File: src/rtl/dhdf_pkg.sv
// Package for the datagram header deframer: header layout constants, status codes,
// record type codes and the result record structure. Depends on nothing.
package dhdf_pkg;

   // Header layout.
   localparam int unsigned HEADER_BYTES = 28;
   localparam int unsigned POS_W        = 33;

   // Magic word, sent first byte first.
   localparam logic [7:0] MAGIC_BYTES [4] = '{8'h47, 8'h4C, 8'h4F, 8'h4D};

   // Byte offsets of the header fields.
   localparam logic [4:0] OFS_VERSION_HI = 5'd5;
   localparam logic [4:0] OFS_KIND       = 5'd6;
   localparam logic [4:0] OFS_FLAGS      = 5'd7;
   localparam logic [4:0] OFS_SEQUENCE   = 5'd16;
   localparam logic [4:0] OFS_ACKED      = 5'd20;
   localparam logic [4:0] OFS_LENGTH     = 5'd24;
   localparam logic [4:0] OFS_LAST       = 5'd27;

   // Register indexes of the configuration port.
   localparam logic [7:0] CSR_EXPECTED_VERSION = 8'd0;
   localparam logic [7:0] CSR_PAYLOAD_LIMIT    = 8'd1;
   localparam logic [7:0] CSR_KIND_LOWEST      = 8'd2;
   localparam logic [7:0] CSR_KIND_HIGHEST     = 8'd3;

   // Record type codes.
   localparam logic REC_PAYLOAD = 1'b0;
   localparam logic REC_END     = 1'b1;

   // End record status, in order of the header checks.
   typedef enum logic [2:0] {
      STATUS_OK        = 3'd0,
      STATUS_SHORT     = 3'd1,
      STATUS_MAGIC     = 3'd2,
      STATUS_VERSION   = 3'd3,
      STATUS_KIND      = 3'd4,
      STATUS_TOO_LARGE = 3'd5,
      STATUS_LENGTH    = 3'd6
   } status_type;

   // One result word.
   typedef struct packed {
      logic        record_type;
      logic [7:0]  payload_data;
      status_type  status;
      logic [7:0]  message_kind;
      logic [7:0]  message_flags;
      logic [63:0] tick_number;
      logic [31:0] sequence_number;
      logic [31:0] acked_number;
      logic [31:0] payload_length;
   } record_type;

endpackage

File: src/rtl/datagram_header_deframer.sv
// Datagram header deframer: checks the 28-byte header, forwards payload words and
// emits one end record per datagram. Depends on dhdf_pkg.
//
// The block accepts one datagram byte per cycle while its input is ready and updates
// its byte counter and header shift registers in that same cycle; the results of a
// byte enter a four-word output queue at the same clock edge. A byte yields no word,
// one payload word, one end word, or, for a final payload byte, a payload word
// followed by the end word, which the output side then presents one after the other.
// The input is ready while the queue has room for two words, so with the output
// always ready the block runs at one byte per cycle. Configuration writes are taken
// in any cycle and must be made while no datagram is in progress.
module datagram_header_deframer (
   input  logic        clock,
   input  logic        reset,
   // Byte input.
   input  logic        req_valid,
   output logic        req_ready,
   input  logic [7:0]  req_data_byte,
   input  logic        req_end_of_datagram,
   // Record output.
   output logic        rsp_valid,
   input  logic        rsp_ready,
   output logic        rsp_record_type,
   output logic [7:0]  rsp_payload_data,
   output logic [2:0]  rsp_status,
   output logic [7:0]  rsp_message_kind,
   output logic [7:0]  rsp_message_flags,
   output logic [63:0] rsp_tick_number,
   output logic [31:0] rsp_sequence_number,
   output logic [31:0] rsp_acked_number,
   output logic [31:0] rsp_payload_length,
   // Configuration writes.
   input  logic        csr_valid,
   output logic        csr_ready,
   input  logic [7:0]  csr_index,
   input  logic [31:0] csr_data
);
   import dhdf_pkg::*;

   localparam int unsigned QUEUE_DEPTH = 4;
   localparam int unsigned PTR_W       = $clog2(QUEUE_DEPTH);
   localparam int unsigned CNT_W       = $clog2(QUEUE_DEPTH + 1);

   // Configuration registers.
   logic [15:0] expected_version_ff;
   logic [31:0] payload_limit_ff;
   logic [7:0]  kind_lowest_ff;
   logic [7:0]  kind_highest_ff;

   // Per-datagram state and its next values.
   logic [POS_W-1:0] pos_ff, pos_in;
   status_type       err_ff, err_in;
   logic [15:0]      version_ff, version_in;
   logic [7:0]       kind_ff, kind_in;
   logic [7:0]       flags_ff, flags_in;
   logic [63:0]      tick_ff, tick_in;
   logic [31:0]      sequence_ff, sequence_in;
   logic [31:0]      acked_ff, acked_in;
   logic [31:0]      length_ff, length_in;

   // Output queue.
   record_type       queue_ff [QUEUE_DEPTH];
   logic [PTR_W-1:0] wr_ptr_ff, rd_ptr_ff;
   logic [CNT_W-1:0] count_ff, count_in;

   logic             req_take, rsp_take;
   logic             note_valid;
   status_type       note_code;
   logic [4:0]       hdr_ofs;
   logic             pass_payload;
   logic [1:0]       push_count;
   record_type       payload_rec, end_rec;
   status_type       end_status;

   assign req_ready = (count_ff <= CNT_W'(QUEUE_DEPTH - 2));
   assign req_take  = req_valid & req_ready;
   assign rsp_valid = (count_ff != '0);
   assign rsp_take  = rsp_valid & rsp_ready;
   assign csr_ready = 1'b1;
   assign hdr_ofs   = pos_ff[4:0];

   // Header checks and shift register updates for the incoming byte.
   always_comb begin
      pos_in       = pos_ff;
      version_in   = version_ff;
      kind_in      = kind_ff;
      flags_in     = flags_ff;
      tick_in      = tick_ff;
      sequence_in  = sequence_ff;
      acked_in     = acked_ff;
      length_in    = length_ff;
      note_valid   = 1'b0;
      note_code    = STATUS_OK;
      pass_payload = 1'b0;

      if (pos_ff < POS_W'(HEADER_BYTES)) begin
         if (hdr_ofs < OFS_KIND - 5'd2) begin
            if (req_data_byte != MAGIC_BYTES[hdr_ofs[1:0]]) begin
               note_valid = 1'b1;
               note_code  = STATUS_MAGIC;
            end
         end else if (hdr_ofs <= OFS_VERSION_HI) begin
            version_in = {req_data_byte, version_ff[15:8]};
            if (hdr_ofs == OFS_VERSION_HI && version_in != expected_version_ff) begin
               note_valid = 1'b1;
               note_code  = STATUS_VERSION;
            end
         end else if (hdr_ofs == OFS_KIND) begin
            kind_in = req_data_byte;
            if (req_data_byte < kind_lowest_ff || req_data_byte > kind_highest_ff) begin
               note_valid = 1'b1;
               note_code  = STATUS_KIND;
            end
         end else if (hdr_ofs == OFS_FLAGS) begin
            flags_in = req_data_byte;
         end else if (hdr_ofs < OFS_SEQUENCE) begin
            tick_in = {req_data_byte, tick_ff[63:8]};
         end else if (hdr_ofs < OFS_ACKED) begin
            sequence_in = {req_data_byte, sequence_ff[31:8]};
         end else if (hdr_ofs < OFS_LENGTH) begin
            acked_in = {req_data_byte, acked_ff[31:8]};
         end else begin
            length_in = {req_data_byte, length_ff[31:8]};
            if (hdr_ofs == OFS_LAST && length_in > payload_limit_ff) begin
               note_valid = 1'b1;
               note_code  = STATUS_TOO_LARGE;
            end
         end
      end else begin
         // A payload byte past the stated length is a length mismatch.
         if (pos_ff >= POS_W'(HEADER_BYTES) + {1'b0, length_ff}) begin
            note_valid = 1'b1;
            note_code  = STATUS_LENGTH;
         end
      end

      // Only the first error of a datagram is kept.
      err_in = (err_ff == STATUS_OK && note_valid) ? note_code : err_ff;

      if (pos_ff >= POS_W'(HEADER_BYTES)) begin
         pass_payload = (err_in == STATUS_OK);
      end

      // The byte counter saturates at all ones.
      if (pos_ff != '1) begin
         pos_in = pos_ff + POS_W'(1);
      end
   end

   // Build the payload and end records for this byte, and the queue push count.
   always_comb begin
      payload_rec              = '0;
      payload_rec.record_type  = REC_PAYLOAD;
      payload_rec.payload_data = req_data_byte;

      if (pos_in < POS_W'(HEADER_BYTES)) begin
         end_status = STATUS_SHORT;
      end else if (err_in != STATUS_OK) begin
         end_status = err_in;
      end else if (pos_in != POS_W'(HEADER_BYTES) + {1'b0, length_in}) begin
         end_status = STATUS_LENGTH;
      end else begin
         end_status = STATUS_OK;
      end

      end_rec             = '0;
      end_rec.record_type = REC_END;
      end_rec.status      = end_status;
      if (end_status != STATUS_SHORT) begin
         end_rec.message_kind    = kind_in;
         end_rec.message_flags   = flags_in;
         end_rec.tick_number     = tick_in;
         end_rec.sequence_number = sequence_in;
         end_rec.acked_number    = acked_in;
         end_rec.payload_length  = length_in;
      end

      push_count = 2'(pass_payload) + 2'(req_end_of_datagram);
      if (!req_take) begin
         push_count = 2'd0;
      end
      count_in = count_ff + CNT_W'(push_count) - CNT_W'(rsp_take);
   end

   // Configuration registers, frame state and queue control.
   always_ff @(posedge clock) begin
      if (reset) begin
         expected_version_ff <= 16'd1;
         payload_limit_ff    <= 32'd65535;
         kind_lowest_ff      <= 8'd0;
         kind_highest_ff     <= 8'd12;
         pos_ff              <= '0;
         err_ff              <= STATUS_OK;
         version_ff          <= '0;
         kind_ff             <= '0;
         flags_ff            <= '0;
         tick_ff             <= '0;
         sequence_ff         <= '0;
         acked_ff            <= '0;
         length_ff           <= '0;
         wr_ptr_ff           <= '0;
         rd_ptr_ff           <= '0;
         count_ff            <= '0;
      end else begin
         if (csr_valid && csr_ready) begin
            unique case (csr_index)
               CSR_EXPECTED_VERSION: expected_version_ff <= csr_data[15:0];
               CSR_PAYLOAD_LIMIT:    payload_limit_ff    <= csr_data;
               CSR_KIND_LOWEST:      kind_lowest_ff      <= csr_data[7:0];
               CSR_KIND_HIGHEST:     kind_highest_ff     <= csr_data[7:0];
               default: ;
            endcase
         end

         if (req_take) begin
            if (req_end_of_datagram) begin
               pos_ff      <= '0;
               err_ff      <= STATUS_OK;
               version_ff  <= '0;
               kind_ff     <= '0;
               flags_ff    <= '0;
               tick_ff     <= '0;
               sequence_ff <= '0;
               acked_ff    <= '0;
               length_ff   <= '0;
            end else begin
               pos_ff      <= pos_in;
               err_ff      <= err_in;
               version_ff  <= version_in;
               kind_ff     <= kind_in;
               flags_ff    <= flags_in;
               tick_ff     <= tick_in;
               sequence_ff <= sequence_in;
               acked_ff    <= acked_in;
               length_ff   <= length_in;
            end
         end

         wr_ptr_ff <= wr_ptr_ff + PTR_W'(push_count);
         rd_ptr_ff <= rd_ptr_ff + PTR_W'(rsp_take);
         count_ff  <= count_in;
      end
   end

   // Queue storage: a payload word goes first, the end word after it.
   always_ff @(posedge clock) begin
      if (req_take) begin
         if (pass_payload) begin
            queue_ff[wr_ptr_ff] <= payload_rec;
            if (req_end_of_datagram) begin
               queue_ff[wr_ptr_ff + PTR_W'(1)] <= end_rec;
            end
         end else if (req_end_of_datagram) begin
            queue_ff[wr_ptr_ff] <= end_rec;
         end
      end
   end

   // Head of the queue drives the output.
   assign rsp_record_type     = queue_ff[rd_ptr_ff].record_type;
   assign rsp_payload_data    = queue_ff[rd_ptr_ff].payload_data;
   assign rsp_status          = queue_ff[rd_ptr_ff].status;
   assign rsp_message_kind    = queue_ff[rd_ptr_ff].message_kind;
   assign rsp_message_flags   = queue_ff[rd_ptr_ff].message_flags;
   assign rsp_tick_number     = queue_ff[rd_ptr_ff].tick_number;
   assign rsp_sequence_number = queue_ff[rd_ptr_ff].sequence_number;
   assign rsp_acked_number    = queue_ff[rd_ptr_ff].acked_number;
   assign rsp_payload_length  = queue_ff[rd_ptr_ff].payload_length;

endmodule
File: config.mk
export PLATFORM = sky130hd
export DESIGN_NAME = datagram_header_deframer
export DESIGN_NICKNAME = d
export VERILOG_FILES = /design/src/rtl/dhdf_pkg.sv /design/src/rtl/datagram_header_deframer.sv
export SDC_FILE = /design/constraint.sdc
export NUM_CORES = 2
export LEC_CHECK = 0
export BUFFER_PORTS_ARGS = -buffer_cell sky130_fd_sc_hd__buf_2
export CORE_ASPECT_RATIO = 0.9
export CORE_MARGIN = 1.5
export CORE_UTILIZATION = 40
export DETAILED_ROUTE_END_ITERATION = 10
export PLACE_DENSITY_LB_ADDON = 0.25
export SYNTH_ARGS = -nofsm -noshare
export SYNTH_HDL_FRONTEND = slang
export SYNTH_SLANG_ARGS = --single-unit
File: constraint.sdc
create_clock -name clock -period 9.8 [get_ports clock]
set_clock_uncertainty 0.1 [all_clocks]
set_input_delay 1.47 -clock clock [delete_from_list [all_inputs] [get_ports clock]]
set_output_delay 1.47 -clock clock [all_outputs]
set_load 0.005 [all_outputs]
==> flow_summary.ini <==
[worst_setup_path]
critical_path_cell_sequence = and3_1 -> and3_1 -> nand3_1 -> nor2_1 -> nand2_1 -> nor2_1 -> and4_1 -> nand3_1 -> nor2_1 -> xnor2_1 -> ha_1 -> nand3_1 -> nor2_1 -> nand2_1 -> nor4_1 -> a21boi_0 -> or3_1 -> ha_1 -> clkinv_1 -> a21oi_1 -> a32oi_1 -> inv_8 -> buf_4
path_max_fanout = 96
worst_path_dominant_cell_family = simple AND/OR/NAND/NOR gates
critical_path.reg2reg.endpoint = queue_ff[3][17]
ff2ff_setup_slack_ps = 2280
critPathArrivalTime_ps = 7770
worstPathRequired_ps = 10050
reg2reg_from = length_ff[5]
worst_setup_path_start_kind = register
cp_slowest_stage_delay_ps = 770
critical-path-slowest-cell = sky130_fd_sc_hd__inv_8
worstSetupPathType = register to register
end_kind = register
timing.critical_path.buf_inv = 3
worst_path_most_repeated_cell = sky130_fd_sc_hd__nor2_1
worst-r2r-cell-count = 23

[detailed_routing]
route.antenna.remaining_nets = 0
drt-initial-drc-count = 3149
detail_route.vias_per_cell = 5.65
drtPass1Iterations = 6
wirelength_mm = 143
post-route-drc-count = 0
route.vias.total = 33300
detail_route.wl_per_cell_um = 24.2

[power]
seq_power_share_pct = 45.7
power_switching_share_pct = 25.5
powerDensity_nw_per_um2 = 195
power.share.combinational_pct = 14.8
total_switching_power_mw = 2.72
cellInternalPower_mw = 7.97
power.ir.vdd_worst_uv = 148
cellLeakagePower_nw = 17.7
clock_power_share_pct = 39.5

[clock_network]
cts-root-buf = sky130_fd_sc_hd__clkbuf_16
clkSlewWorstSetupHoldPaths_ps = 60
tritoncts = yes
numCtsBuffers = 110
post_cts.resized_instances = 0
cts.path.max_buffers = 3
clock-sinks = 1043
clock_latency_ps = 710
cts_hold_buf = 0
cts_max_level = 3
postCtsSetupRepairBufs = 0

[timing]
slew_headroom_pct = 20.9
finalSetupTns_ps = 0
finalCritPeriodShare_pct = 76.7
setup_viol_count_final = 0
finalWorstPathRequiredPeriod_ps = 7520
hold_slack_ps = 355
number_of_failing_hold_endpoints_at_the_final_stage = 0
timing.final.max_slew_violations = 0
rsz0062_at_grt = false
setup_slack_ps = 2280
tightest_slew_ps = 1160
fmax_ghz = 0.133

[global_route]
maximum_number_of_pins_on_one_net_before_global_route_repair = 157
vias_in_the_first_global_route = 32700
global_route.usage.total_pct = 22.8
initial_antenna_violation_count = 6
grt_first_pass_wirelength_mm = 212
overflow = 0

[min_path]
hold_path.startpoint = payload_limit_ff[22]
min_delay_path_depth = 2
timing.hold.worst.class = register to register
timing.hold.worst_endpoint = payload_limit_ff[22]

[floorplan]
core-area_um2 = 121000
ios = 245
initial_utilization_pct = 40.3
floorplan.die_area_um2 = 124000
floorplan.die.height_um = 334
die-width_um = 371
placement_rows = 121

[synth]
synthesis.area_per_instance_um2 = 11.9
synth_largest_type_area_fraction_pct = 44.2
synthFlopType = sky130_fd_sc_hd__edfxtp_1
synth-async-reset-ratio_pct = 0
post_synth_main_area_contributors = sky130_fd_sc_hd__edfxtp_1 (44%), sky130_fd_sc_hd__dfxtp_1 (13%), sky130_fd_sc_hd__mux4_2 (8.7%)
most_frequently_used_cell_type_in_the_post_synthesis_netlist = sky130_fd_sc_hd__nor2_1
yosys_register_bits = 1043
synth_enable_flop_cells = 716
post_synth_instance_area_um2 = 48600
synthTopCellsByCount = sky130_fd_sc_hd__nor2_1 (1054), sky130_fd_sc_hd__edfxtp_1 (716), sky130_fd_sc_hd__dfxtp_1 (327)
netlist.top_cell.by_area = sky130_fd_sc_hd__edfxtp_1
yosys_warnings = 0
synth_nets = 4238
yosysUniqueCellTypes = 81
syn_inst = 4089
synth-seq-area-share_pct = 57.7

[placed_design]
postPlaceCellArea_um2 = 51300
pre_cts_ws_ps = 2400
port_buffers = 243
place_hpwl_mm = 90.3
routabilityCongestion = 0.971

[status]
run_status = complete, no violations

[cells_and_area]
num_antenna_cells = 0
postLayoutCellArea_um2 = 55000
drive_gt1_share_pct = 16.6
multiInputGateArea_um2 = 19100
final-seq-area_um2 = 28100
flow.area_growth_from_synthesis_pct = 13.0
fill_cells = 11000
nNetsFinal = 4355

[job]
max_cap_violations = 0
logic make-up after synthesis:
logic type | after synthesis | share of synthesized area [%]
XOR/XNOR | 110 | 2.18
AND/OR/NAND/NOR | 1558 | 14.1
multiplexers | 408 | 13.3
AO/OA/AOI/OAI | 494 | 7.10
flip-flops | 1043 | 57.7
other | 1 | 0.00771
adder cells (fa/ha/maj) | 95 | 2.46
buffers and inverters | 380 | 3.28
worst max path at each step:
| stage | slack, ps | startpoint | cells after the start | to |
|---|---|---|---|---|
| 2_1_floorplan | 1230 | length_ff[6] | 23 | queue_ff[1][0] |
| 3_3_place_gp | 2480 | length_ff[6] | 23 | queue_ff[3][108] |
| 3_5_place_dp | 2400 | length_ff[6] | 23 | queue_ff[3][103] |
| 4_1_cts | 2410 | length_ff[6] | 23 | queue_ff[3][68] |
| 5_1_grt | 1720 | length_ff[6] | 23 | queue_ff[3][93] |
| 6_report | 2280 | length_ff[5] | 23 | queue_ff[3][17] |
routing by layer:
layer / track usage [%] / wire (um) / up-vias
li1: - / - / 15200
met1: 30.5 / 60700 / 16800
met2: 36.9 / 67700 / 1078
met3: 4.27 / 9180 / 266
met4: 8.25 / 5330 / 6
met5: 0 / 32 / -
flip-flops by register name (all words and copies together), names as in the netlist, 16 cells and up:
register / flops
queue_ff: 752
tick_ff: 64
pos_ff: 33
acked_ff: 32
length_ff: 32
payload_limit_ff: 32
sequence_ff: 32
expected_version_ff: 16
cell type report:
| type | count | area share, % |
|---|---|---|
| Clock buffer | 162 | 5.75 |
| Clock inverter | 44 | 0.943 |
| Inverter | 81 | 0.608 |
| Multi-Input combinational cell | 2666 | 34.8 |
| Sequential cell | 1043 | 51.1 |
| Tap cell | 1599 | 3.64 |
| Timing Repair Buffer | 304 | 3.25 |
per-stage QoR:
step / instances / power [mW] / utilization [%]
finish: 5899 / 10.7 / 45.5
global route: 5899 / 11.1 / 45.5
CTS: 5899 / 10.8 / 45.5
detailed placement: 5693 / 6.60 / 42.4
global placement: 5693 / 6.60 / 42.4
floorplan: 4089 / 5.90 / -
worst register-to-register path: stages, from the launching register on:
cell and delay [ps]:
sky130_fd_sc_hd__dfxtp_1 430, sky130_fd_sc_hd__and3_1 260, sky130_fd_sc_hd__and3_1 270, sky130_fd_sc_hd__nand3_1 170
sky130_fd_sc_hd__nor2_1 340, sky130_fd_sc_hd__nand2_1 100, sky130_fd_sc_hd__nor2_1 280, sky130_fd_sc_hd__and4_1 290
sky130_fd_sc_hd__nand3_1 150, sky130_fd_sc_hd__nor2_1 180, sky130_fd_sc_hd__xnor2_1 100, sky130_fd_sc_hd__ha_1 310
sky130_fd_sc_hd__nand3_1 90, sky130_fd_sc_hd__nor2_1 110, sky130_fd_sc_hd__nand2_1 70, sky130_fd_sc_hd__nor4_1 350
sky130_fd_sc_hd__a21boi_0 320, sky130_fd_sc_hd__or3_1 280, sky130_fd_sc_hd__ha_1 250, sky130_fd_sc_hd__clkinv_1 420
sky130_fd_sc_hd__a21oi_1 560, sky130_fd_sc_hd__a32oi_1 390, sky130_fd_sc_hd__inv_8 770, sky130_fd_sc_hd__buf_4 590
cells in the final DEF, fill, tap and decap left out, types with 53 or more instances in the layout:
cell / instances
sky130_fd_sc_hd__buf_4: 53
sky130_fd_sc_hd__nor2_1: 1052
sky130_fd_sc_hd__dfxtp_1: 325
sky130_fd_sc_hd__ha_1: 94
sky130_fd_sc_hd__edfxtp_1: 716
sky130_fd_sc_hd__a22oi_1: 192
sky130_fd_sc_hd__nand3_1: 64
sky130_fd_sc_hd__mux2i_1: 211
sky130_fd_sc_hd__inv_1: 76
sky130_fd_sc_hd__nand2_1: 160
sky130_fd_sc_hd__mux4_2: 188
sky130_fd_sc_hd__a21oi_1: 89
sky130_fd_sc_hd__buf_2: 242
sky130_fd_sc_hd__xnor2_1: 55
sky130_fd_sc_hd__clkbuf_16: 113
power groups by stage:
stage	registers, mW	clock network (mW)	logic [mW]
floorplan	4.94	0	0.954
global placement	4.97	0	1.62
detailed placement	4.98	0	1.62
CTS	4.89	4.31	1.63
global route	4.90	4.47	1.69
finish	4.88	4.23	1.58
Power figures use the tool's default switching activity.
